<file path="config.mk">
export PLATFORM = sky130hd
export DESIGN_NAME = fermat_prime_check_with_max_core
export DESIGN_NICKNAME = d
export VERILOG_FILES = /design/src/rtl/fpc_pkg.sv /design/src/rtl/fpc_datapath.sv /design/src/rtl/fpc_ctrl.sv /design/src/rtl/fermat_prime_check_with_max_core.sv
export SDC_FILE = /design/constraint.sdc
export NUM_CORES = 2
export LEC_CHECK = 0
export ABC_CLOCK_PERIOD_IN_PS = 25300
export BUFFER_PORTS_ARGS = -buffer_cell sky130_fd_sc_hd__buf_2
export CAP_MARGIN = 5
export CORE_ASPECT_RATIO = 1.1
export CORE_UTILIZATION = 57
export CTS_BUF_LIST = sky130_fd_sc_hd__clkbuf_8
export DETAILED_ROUTE_END_ITERATION = 12
export PLACE_DENSITY_LB_ADDON = 0.2
export SLEW_MARGIN = 40
export SYNTH_ARGS = -nofsm -noshare
export SYNTH_HDL_FRONTEND = slang
export SYNTH_SLANG_ARGS = --single-unit
</file>
<file path="constraint.sdc">
create_clock -name i_clk -period 25.3 [get_ports i_clk]
set_clock_uncertainty 0.1 [all_clocks]
set_input_delay 6.325 -clock i_clk [delete_from_list [all_inputs] [get_ports i_clk]]
set_output_delay 6.325 -clock i_clk [all_outputs]
set_load 0.02 [all_outputs]
</file>
<file path="src/rtl/fpc_pkg.sv">
// Shared types and constants for the Fermat prime checker.
package fpc_pkg;

    localparam int NUM_WORDS   = 5;
    localparam int WORD_W      = 31;
    localparam int NUM_W       = 63;
    localparam int CAND_W      = 64;
    localparam int ROUNDS_W    = 3;
    localparam int COUNT_W     = 32;
    localparam int BIT_IDX_W   = 6;
    localparam logic [ROUNDS_W-1:0] ROUNDS_RESET = 3'd5;

    typedef enum logic [3:0] {
        ST_IDLE,
        ST_MOD_START,
        ST_MOD_WAIT,
        ST_EXP_CHECK,
        ST_MUL_START,
        ST_MUL_WAIT,
        ST_SQR_START,
        ST_SQR_WAIT,
        ST_ROUND_END,
        ST_FINISH,
        ST_OUT
    } t_state;

    // Controller to datapath.
    typedef struct packed {
        logic load;       // capture a new request
        logic mod_start;  // word mod (n-4) begins
        logic base_set;   // base set from the remainder, accumulator set to 1
        logic mul_start;  // acc = acc * x mod n begins
        logic sqr_start;  // x = x * x mod n begins
        logic exp_shift;  // exponent moves one bit right
        logic fail;       // round did not give 1
        logic next_round; // step to the next random word
        logic finish;     // update counter and best prime
    } t_cmd;

    // Datapath to controller.
    typedef struct packed {
        logic trivial;    // verdict known without rounds
        logic no_round;   // no round left to run
        logic unit_done;  // multiply or mod unit finished
        logic exp_zero;
        logic exp_lsb;
        logic acc_one;
        logic last_round;
        logic failed;
    } t_status;

endpackage

</file>
<file path="src/rtl/fpc_datapath.sv">
// Datapath: bit-serial modular multiply and reduce unit, operands and records.
module fpc_datapath (
    input  logic                           i_clk,
    input  logic                           i_rst_n,
    input  fpc_pkg::t_cmd                  i_cmd,
    input  logic [fpc_pkg::ROUNDS_W-1:0]   i_rounds,
    input  logic [fpc_pkg::CAND_W-1:0]     i_cand,
    input  logic [fpc_pkg::NUM_WORDS*fpc_pkg::WORD_W-1:0] i_words,
    output fpc_pkg::t_status               o_status,
    output logic [fpc_pkg::COUNT_W-1:0]    o_count,
    output logic                           o_prime,
    output logic [fpc_pkg::NUM_W-1:0]      o_best
);
    import fpc_pkg::*;

    logic [CAND_W-1:0]              r_cand;
    logic [NUM_WORDS*WORD_W-1:0]    r_words;
    logic [NUM_W-1:0]               r_n, r_x, r_acc, r_e, r_a, r_b, r_r;
    logic [BIT_IDX_W-1:0]           r_bit;
    logic                           r_busy, r_done;
    logic [2:0]                     r_round, r_limit;
    logic                           r_failed;
    logic [COUNT_W-1:0]             r_count;
    logic [NUM_W-1:0]               r_best;
    logic                           r_prime;
    logic                           r_to_acc;

    logic [NUM_W:0]   sh, sh_red, ad, ad_red;
    logic [NUM_W-1:0] step_r;
    logic             trivial_prime;
    logic [WORD_W-1:0] cur_word;

    assign cur_word = r_words[WORD_W-1:0];

    // One step of shift-and-add: r = 2r mod n, then add a if the b bit is set.
    always_comb begin
        sh     = {r_r, 1'b0};
        sh_red = (sh >= {1'b0, r_n}) ? sh - {1'b0, r_n} : sh;
        ad     = sh_red + {1'b0, r_a};
        ad_red = (ad >= {1'b0, r_n}) ? ad - {1'b0, r_n} : ad;
        step_r = r_b[r_bit] ? ad_red[NUM_W-1:0] : sh_red[NUM_W-1:0];
    end

    assign trivial_prime = (r_cand == 64'd2) || (r_cand == 64'd3);

    always_comb begin
        o_status.trivial    = r_cand[CAND_W-1] || (r_cand <= 64'd4);
        o_status.no_round   = (r_round >= r_limit);
        o_status.unit_done  = r_done;
        o_status.exp_zero   = (r_e == '0);
        o_status.exp_lsb    = r_e[0];
        o_status.acc_one    = (r_acc == 63'd1);
        o_status.last_round = ({1'b0, r_round} + 4'd1 >= {1'b0, r_limit});
        o_status.failed     = r_failed;
    end

    always_ff @(posedge i_clk) begin
        r_done <= 1'b0;
        if (i_cmd.load) begin
            r_cand  <= i_cand;
            r_words <= i_words;
            r_n     <= i_cand[NUM_W-1:0];
            r_round <= '0;
            r_limit <= (i_rounds > 3'd5) ? 3'd5 : i_rounds;
            r_failed <= 1'b0;
        end
        if (i_cmd.mod_start) begin
            // word * 1 mod (n-4): the shift-and-add unit reduces the word.
            r_n   <= r_cand[NUM_W-1:0] - 63'd4;
            r_a   <= 63'd1;
            r_b   <= {{(NUM_W-WORD_W){1'b0}}, cur_word};
            r_r   <= '0;
            r_bit <= BIT_IDX_W'(NUM_W - 1);
        end
        // The product lands in acc or x by which was started.
        if (r_done) begin
            if (r_to_acc) r_acc <= r_r;
            else          r_x   <= r_r;
        end
        if (i_cmd.base_set) begin
            r_n   <= r_cand[NUM_W-1:0];
            r_x   <= r_r + 63'd2;
            r_acc <= 63'd1;
            r_e   <= r_cand[NUM_W-1:0] - 63'd1;
        end
        if (i_cmd.mul_start) begin
            r_a <= r_acc; r_b <= r_x; r_r <= '0;
            r_bit <= BIT_IDX_W'(NUM_W - 1);
            r_to_acc <= 1'b1;
        end
        if (i_cmd.sqr_start) begin
            r_a <= r_x; r_b <= r_x; r_r <= '0;
            r_bit <= BIT_IDX_W'(NUM_W - 1);
            r_to_acc <= 1'b0;
        end
        if (r_busy) begin
            r_r <= step_r;
            if (r_bit != '0) begin
                r_bit <= r_bit - 1'b1;
            end else begin
                r_done <= 1'b1;
            end
        end
        if (i_cmd.exp_shift) r_e <= r_e >> 1;
        if (i_cmd.fail) r_failed <= 1'b1;
        if (i_cmd.next_round) begin
            r_round <= r_round + 3'd1;
            r_words <= r_words >> WORD_W;
        end
    end

    always_ff @(posedge i_clk) begin
        if (!i_rst_n) begin
            r_busy <= 1'b0;
        end else if (i_cmd.mod_start || i_cmd.mul_start || i_cmd.sqr_start) begin
            r_busy <= 1'b1;
        end else if (r_busy && r_bit == '0) begin
            r_busy <= 1'b0;
        end
    end

    always_ff @(posedge i_clk) begin
        if (!i_rst_n) begin
            r_count <= '0;
            r_best  <= '0;
            r_prime <= 1'b0;
        end else if (i_cmd.finish) begin
            logic p;
            p = o_status.trivial ? trivial_prime : !r_failed;
            r_count <= r_count + 1'b1;
            r_prime <= p;
            if (p && r_cand[NUM_W-1:0] > r_best) r_best <= r_cand[NUM_W-1:0];
        end
    end

    assign o_count = r_count;
    assign o_prime = r_prime;
    assign o_best  = r_best;
endmodule

</file>
<file path="src/rtl/fpc_ctrl.sv">
// Controller state machine sequencing rounds and square-and-multiply steps.
module fpc_ctrl (
    input  logic              i_clk,
    input  logic              i_rst_n,
    input  logic              i_in_req,
    output logic              o_in_ready,
    input  fpc_pkg::t_status  i_status,
    output fpc_pkg::t_cmd     o_cmd,
    output logic              o_out_valid,
    input  logic              i_out_ready
);
    import fpc_pkg::*;

    t_state r_state, n_state;

    always_ff @(posedge i_clk) begin
        if (!i_rst_n) r_state <= ST_IDLE;
        else          r_state <= n_state;
    end

    always_comb begin
        n_state = r_state;
        unique case (r_state)
            ST_IDLE:      if (i_in_req) n_state = ST_MOD_START;
            ST_MOD_START: begin
                if (i_status.trivial || i_status.failed || i_status.no_round)
                    n_state = ST_FINISH;
                else n_state = ST_MOD_WAIT;
            end
            ST_MOD_WAIT:  if (i_status.unit_done) n_state = ST_EXP_CHECK;
            ST_EXP_CHECK: begin
                if (i_status.exp_zero)     n_state = ST_ROUND_END;
                else if (i_status.exp_lsb) n_state = ST_MUL_START;
                else                       n_state = ST_SQR_START;
            end
            ST_MUL_START: n_state = ST_MUL_WAIT;
            ST_MUL_WAIT:  if (i_status.unit_done) n_state = ST_SQR_START;
            ST_SQR_START: n_state = ST_SQR_WAIT;
            ST_SQR_WAIT:  if (i_status.unit_done) n_state = ST_EXP_CHECK;
            ST_ROUND_END: begin
                if (!i_status.acc_one || i_status.last_round) n_state = ST_FINISH;
                else n_state = ST_MOD_START;
            end
            ST_FINISH:    n_state = ST_OUT;
            ST_OUT:       if (i_out_ready) n_state = ST_IDLE;
            default:      n_state = ST_IDLE;
        endcase
    end

    always_comb begin
        o_cmd = '0;
        o_in_ready = 1'b0;
        o_out_valid = 1'b0;
        unique case (r_state)
            ST_IDLE:      begin o_in_ready = 1'b1; o_cmd.load = i_in_req; end
            ST_MOD_START: begin
                // Zero rounds skip straight to a prime verdict.
                o_cmd.mod_start = !(i_status.trivial || i_status.failed ||
                                    i_status.no_round);
            end
            ST_MOD_WAIT:  o_cmd.base_set = i_status.unit_done;
            ST_MUL_START: o_cmd.mul_start = 1'b1;
            ST_SQR_START: begin o_cmd.sqr_start = 1'b1; o_cmd.exp_shift = 1'b1; end
            ST_ROUND_END: begin
                o_cmd.fail = !i_status.acc_one;
                o_cmd.next_round = 1'b1;
            end
            ST_FINISH:    o_cmd.finish = 1'b1;
            ST_OUT:       o_out_valid = 1'b1;
            default:      ;
        endcase
    end
endmodule

</file>
<file path="src/rtl/fermat_prime_check_with_max_core.sv">
// Top level of the Fermat prime checker with highest-prime record.
// Channel | Direction | Contents
// s_axis  | in        | tdata: candidate[63:0], random_word_0..4 (31 each) from bit 64 up
// m_axis  | out       | tdata: request_number[31:0], is_prime[32], top_prime[95:33]
// cfg     | in        | rounds, 3 bits
// One request at a time. A round first reduces its word in a pass of the
// shift-and-add unit, then walks up to 63 exponent bits: a square for each bit,
// and a multiply before it when the bit is set. A negative candidate or one
// below five is answered without running any round. The result holds until
// taken; no new request is accepted before then. Reset is synchronous and sets
// rounds to 5.
module fermat_prime_check_with_max_core (
    input  logic         i_clk,
    input  logic         i_rst_n,
    input  logic         s_axis_tvalid,
    output logic         s_axis_tready,
    input  logic [223:0] s_axis_tdata,  // candidate, random_word_0..4, pad
    output logic         m_axis_tvalid,
    input  logic         m_axis_tready,
    output logic [95:0]  m_axis_tdata,  // request_number, is_prime, top_prime
    input  logic         i_cfg_we,
    input  logic [fpc_pkg::ROUNDS_W-1:0] i_cfg_wdata
);
    import fpc_pkg::*;

    logic [ROUNDS_W-1:0] r_rounds;
    t_cmd    cmd;
    t_status status;
    logic [COUNT_W-1:0] count;
    logic prime;
    logic [NUM_W-1:0] best;

    always_ff @(posedge i_clk) begin
        if (!i_rst_n)      r_rounds <= ROUNDS_RESET;
        else if (i_cfg_we) r_rounds <= i_cfg_wdata;
    end

    fpc_ctrl u_ctrl (
        .i_clk, .i_rst_n,
        .i_in_req(s_axis_tvalid), .o_in_ready(s_axis_tready),
        .i_status(status), .o_cmd(cmd),
        .o_out_valid(m_axis_tvalid), .i_out_ready(m_axis_tready)
    );

    fpc_datapath u_dp (
        .i_clk, .i_rst_n, .i_cmd(cmd), .i_rounds(r_rounds),
        .i_cand(s_axis_tdata[63:0]),
        .i_words(s_axis_tdata[64 +: NUM_WORDS*WORD_W]),
        .o_status(status), .o_count(count), .o_prime(prime), .o_best(best)
    );

    assign m_axis_tdata = {best, prime, count};
endmodule

</file>
After elaboration in Yosys (flattened, before gate mapping) --
Index checks and enable logic that the tools add are counted.
Storage, ports and cells: logic and storage cells 141, output and inout bits 98, input bits 232, register bits after elaboration 779
Operators by class: add/sub/neg operators 10, equality and inequality tests 18, $lt $le $gt $ge 8, reduce and logical (&&, ||, !) cells 28, multiplexer cells 54
Operators by type and width (count):
- 63-bit 2-to-1 mux | 18
- 124-bit 2-to-1 mux | 2
- 64-bit by 2-bit equality test with 1-bit output (second input constant) | 2
- 64-bit by 63-bit >= comparator with 1-bit output | 2
- 62-bit 2-to-1 mux | 2
- 64-bit by 63-bit adder with 64-bit output | 1
- 64-bit by 3-bit <= comparator with 1-bit output (second input constant) | 1
- 64-bit 2-to-1 mux | 1
- 64-bit by 63-bit subtractor with 64-bit output | 1
- 63-bit by 2-bit adder with 63-bit output (second input constant) | 1
- 63-bit by 1-bit equality test with 1-bit output (second input constant) | 1
- 63-bit > comparator | 1
- 63-bit logical NOT | 1
- 63-bit by 1-bit subtractor with 63-bit output (second input constant) | 1
- 63-bit by 3-bit subtractor with 63-bit output (second input constant) | 1
- 63-bit subtractor | 1
- 4-bit one-hot mux with 10 select lines | 1
- 32-bit by 1-bit adder with 32-bit output (second input constant) | 1
- 6-bit 2-to-1 mux | 5
- 4-bit 2-to-1 mux | 7
- 4-bit by 3-bit equality test with 1-bit output (second input constant) | 4
- 4-bit equality test (second input constant) | 3
- 1-bit 2-to-1 mux | 12
- 4-bit by 2-bit equality test with 1-bit output (second input constant) | 2
- other kinds (25) | 46

Logic depth before layout (Yosys ltp) --
depth after elaboration 11, mapped depth 40, depth with buffers taken out 37

By module --
From an unflattened synthesis, not the netlist that was laid out.
Second synthesis, totals: cells, all modules 5341, area, all modules 49992.9 µm²
Modules (own cells, without submodules):
- fpc_datapath | times used 1, area an instance 49442.4 µm², cells an instance 5265, sequential area each 21170.3 µm²
- fpc_ctrl | times used 1, area an instance 439.2 µm², cells an instance 66, sequential area each 80.1 µm²
- fermat_prime_check_with_max_core | times used 1, area an instance 111.4 µm², cells an instance 10, sequential area each 60.1 µm²

Least setup slack after synthesis --
No wires, ideal clock.
kind input to register, start in s_axis_tvalid, end reg u_dp.r_round[0] (enable), slack 15.203 ns, arrival 8.895 ns, buffers on the path 1, data required time 24.098 ns, setup time 1.102 ns, stages 3, cell sequence nand2_1 > clkbuf_1 > nand2_1
Between the ends: longest elaborated chain between the ends 2
Ends and longest elaborated chain:
- start, declared | RTL line fermat_prime_check_with_max_core.sv:15 | input logic s_axis_tvalid,
- 1-bit 2-to-1 mux | RTL line fpc_ctrl.sv:54 | unique case (r_state)
- 2-bit nonzero test (no source line)
- end signal, assigned | RTL line fpc_datapath.sv:107 | r_round <= r_round + 3'd1;
- end, declared | RTL line fpc_datapath.sv:21 | logic [2:0] r_round, r_limit;
Every way passes these cells. A chain may end at the register's enable or synchronous reset.

Final worst setup path --
start reg u_dp.r_r[26], end reg u_dp.r_r[37] (data pin)
Between the ends: longest elaborated chain between the ends 7, elaborated cells between the ends (all ways) 9, classes of those cells add/sub: 3; order compare: 2; mux: 4
Ends and longest elaborated chain:
- start, declared | RTL line fpc_datapath.sv:18 | logic [NUM_W-1:0] r_n, r_x, r_acc, r_e, r_a, r_b, r_r;
- start signal, assigned | RTL line fpc_datapath.sv:97 | r_r <= step_r;
- 64-bit by 63-bit subtractor with 64-bit output or 64-bit by 63-bit >= comparator with 1-bit output (tied branches) | RTL line fpc_datapath.sv:38 | sh_red = (sh >= {1'b0, r_n}) ? sh - {1'b0, r_n} : sh;
- 64-bit 2-to-1 mux (*) | RTL line fpc_datapath.sv:38
- 64-bit by 63-bit adder with 64-bit output | RTL line fpc_datapath.sv:39 | ad = sh_red + {1'b0, r_a};
- 63-bit subtractor or 64-bit by 63-bit >= comparator with 1-bit output (tied branches) | RTL line fpc_datapath.sv:40 | ad_red = (ad >= {1'b0, r_n}) ? ad - {1'b0, r_n} : ad;
- 63-bit 2-to-1 mux | RTL line fpc_datapath.sv:40
- 63-bit 2-to-1 mux (*) | RTL line fpc_datapath.sv:41 | step_r = r_b[r_bit] ? ad_red[NUM_W-1:0] : sh_red[NUM_W-1:0];
- 63-bit 2-to-1 mux (*) | RTL line fpc_datapath.sv:96 | if (r_busy) begin
Every way passes the cells marked *; elsewhere a longest branch is shown, timed or not.

==> results.sh <==
export IMPL_dr_first_iter_drc_count=4296
export IMPL_htreeDepth=4
export IMPL_avgViaCountPerCell=6.16
export IMPL_routed_wl_mm=156
export IMPL_finalSetupTns_ns=0
export IMPL_grt_pass1_vias=39400
export IMPL_synth_edf_count=571
export IMPL_syn_nets=5832
export IMPL_cp_arrival_ns=12.79
export IMPL_ys_async_sr_fraction_pct=0
export IMPL_postSynthAreaPerCell_um2=9.07
export IMPL_layout_drive_gt1_share_pct=12.7
export IMPL_cts_tree="built"
export IMPL_multi_input_area_um2=25100
export IMPL_drv_slew=0
export IMPL_cts_sinks=779
export IMPL_port_buffers=324
export IMPL_clkLatencyLatePin_ns=0.84
export IMPL_grt_max_degree=127
export IMPL_min_period_ns=12.34
export IMPL_area_delta_synth_final_pct=10.4
export IMPL_cts_setup_buffers=0
export IMPL_final_cells=6783
export IMPL_yosysSeqAreaShare_pct=44.1
export IMPL_hold_path_class="reg2reg"
export IMPL_avgRoutedWirePerCell_um=23.0
export IMPL_setup_worst_path_start="u_dp.r_r[26]$_SDFFCE_PN0P_"
export IMPL_grt_pass1_wl_mm=233
export IMPL_reg2reg_slack_ns=12.96
export IMPL_place_hpwl_mm=118
export IMPL_ys_ff_latch=779
export IMPL_critPathKind="reg2reg"
export IMPL_dieHeight_um=307
export IMPL_setup_violations=0
export IMPL_antenna_found_initial=11
export IMPL_postRouteAntennaNets=0
export IMPL_n_fill_cell=7227
export IMPL_rows=111
export IMPL_layout_commonest_cell="nand2_1"
export IMPL_initial_utilization_pct=57.8
export IMPL_ios=330
export IMPL_clock_fmax_ghz=0.0811
export IMPL_outcome="completed"
export IMPL_clock_path_buffers=3
export IMPL_rsz0062_at_grt="no"
export IMPL_ctsHoldBuffers=0
export IMPL_reg2reg_to="u_dp.r_r[37]$_SDFFCE_PN0P_"
export IMPL_startpoint_type="flip-flop"
export IMPL_drt_pass1_iter_count=9
export IMPL_core_area_um2=83600
export IMPL_cp_required_ns=25.75
export IMPL_netlist_area_um2=48300
export IMPL_vias=41800
export IMPL_max_cap_violations=0
export IMPL_yosys_warnings=0
export IMPL_ys_flop_type="edfxtp_1"
export IMPL_reg2reg_from="u_dp.r_r[26]$_SDFFCE_PN0P_"
export IMPL_hold_path_cell_count=2
export IMPL_clk_pin_slew_ns=0.07
export IMPL_dieArea_um2=85900
export IMPL_holdPathEnd="u_dp.r_words[150]$_SDFFE_PP0P_"
export IMPL_grt_overflow=0
export IMPL_chipWidth_um=280
export IMPL_cts_root_buf="clkbuf_8"
export IMPL_timing_final_crit_share_pct=48.8
export IMPL_routabilityCongestion=1.01
export IMPL_seqCellArea_um2=21300
export IMPL_fin_nets=6036
export IMPL_min_from="u_dp.r_words[150]$_SDFFE_PP0P_"
export IMPL_slowest_delay_ns=0.72
export IMPL_worst_pin_slew_ns=0.980
export IMPL_reg2regPathDepth=35
export IMPL_synth_cell_type_count=87
export IMPL_slowest_stage="a311oi_1"
export IMPL_drc_errors=0
export IMPL_post_cts_resized=0
export IMPL_final_cell_mix="nand2_1, edfxtp_1, a21oi_1, o21ai_0, buf_2"
export IMPL_worstPathMaxFanout=95
export IMPL_grt_use_total_pct=35.7
export IMPL_end_kind="flip-flop"
export IMPL_syn_inst=5328
export IMPL_hold_violations=0
export IMPL_cts_inserted_buffers=131
export IMPL_dp_cells=6528
export IMPL_max_slew_margin_pct=34.0
## sequential cells by signal, summed over array words and instances, names as in the netlist
register and cells:
r_rounds 3, u_ctrl.r_state 4, u_dp.o_best 63, u_dp.o_count 32, u_dp.o_prime 1, u_dp.r_a 63
u_dp.r_acc 63, u_dp.r_b 63, u_dp.r_bit 6, u_dp.r_busy 1, u_dp.r_cand 64, u_dp.r_done 1
u_dp.r_e 63, u_dp.r_failed 1, u_dp.r_limit 3, u_dp.r_n 63, u_dp.r_r 63, u_dp.r_round 3
u_dp.r_to_acc 1, u_dp.r_words 155, u_dp.r_x 63
## final cells by class
| class | instances | area share (%) |
|---|---|---|
| timing repair buffer | 367 | 3.80 |
| antenna | 11 | 0.0516 |
| multi-input combinational | 4035 | 47.1 |
| sequential | 779 | 40.0 |
| tap | 1130 | 2.65 |
| inverter | 218 | 1.55 |
| clock inverter | 96 | 1.08 |
| clock buffer | 147 | 3.79 |
## how the worst max path moves through the flow
stage	end	cells past startpoint
floorplan	u_dp.r_round[0]$_SDFFCE_PN0P_	3
global placement	u_dp.r_r[47]$_SDFFCE_PN0P_	36
detailed placement	u_dp.r_r[47]$_SDFFCE_PN0P_	36
CTS	u_dp.r_r[47]$_SDFFCE_PN0P_	36
global route	u_dp.r_r[47]$_SDFFCE_PN0P_	36
finish	u_dp.r_r[37]$_SDFFCE_PN0P_	35
## Yosys cell counts (23+ instances only)
cell type  number  area share (%)
mux2_2         86             2.0
a211oi_1       43            0.67
o211ai_1       23            0.36
xor2_1        142             2.6
nor2b_1        30            0.39
ha_1          269             7.0
edfxtp_1      571              35
dfxtp_1       208             8.6
and2_1         25            0.32
nand4_1       106             1.4
o21a_1         24            0.37
and3_1         77             1.0
clkbuf_1      240             1.9
nand2b_1       32            0.41
buf_2          35            0.36
inv_1         214             1.7
a31oi_1        24            0.31
nand2_1       983             7.6
a22o_1         63             1.1
o31ai_1        33            0.51
nor3_1        107             1.1
nand3_1       179             1.9
xnor2_1       185             3.4
nor2_1        318             2.5
nor4_1         70            0.91
a21o_1         96             1.5
o21bai_1       35            0.54
a21oi_1       451             4.7
o21ai_0       340             3.5
## layer usage
| layer | up-vias | share of wire, % | GRT usage [%] |
|---|---|---|---|
| met5 | - | 0.013 | 0 |
| met4 | 4 | 6.6 | 22.7 |
| met3 | 463 | 7.3 | 6.73 |
| met2 | 1871 | 47 | 58.1 |
| met1 | 19700 | 39 | 43.7 |
| li1 | 19700 | - | - |
## logic make-up (layout without fill, tap and decap cells)
family	count (synthesis)	in the layout	share of synthesized area [%]
xor gates and xnor gates	327	327	5.93
muxes	127	127	3.38
adders and majority gates	272	272	7.09
other	0	11	0
buffers and inverters	514	828	4.18
and+or+nand+nor	2018	2018	19.0
AOI/OAI and AO/OA	1291	1291	16.3
DFF	779	779	44.1
## critical path: cells and delay by family (launching register included)
kind	cells	cell delay (ns)
compound gates	21	5.97
buf+inv	4	1.67
simple gates	3	0.64
mux	2	1.11
fa+ha+maj	4	1.49
flops	1	0.56
xor+xnor	1	0.41
## per-stage QoR
stage	cell area, um2	util [%]	worst slack [ns]	hold WS, ns
CTS	53300	63.7	13.09	0.355
floorplan	48300	-	15.20	0.327
finish	53300	63.8	12.96	0.355
global placement	50600	60.5	12.95	0.343
global route	53300	63.8	12.26	0.374
detailed placement	50700	60.6	13.08	0.347
Power is not shown: default switching activity piles up to over one toggle a cycle in this logic, so the estimate is an artifact.
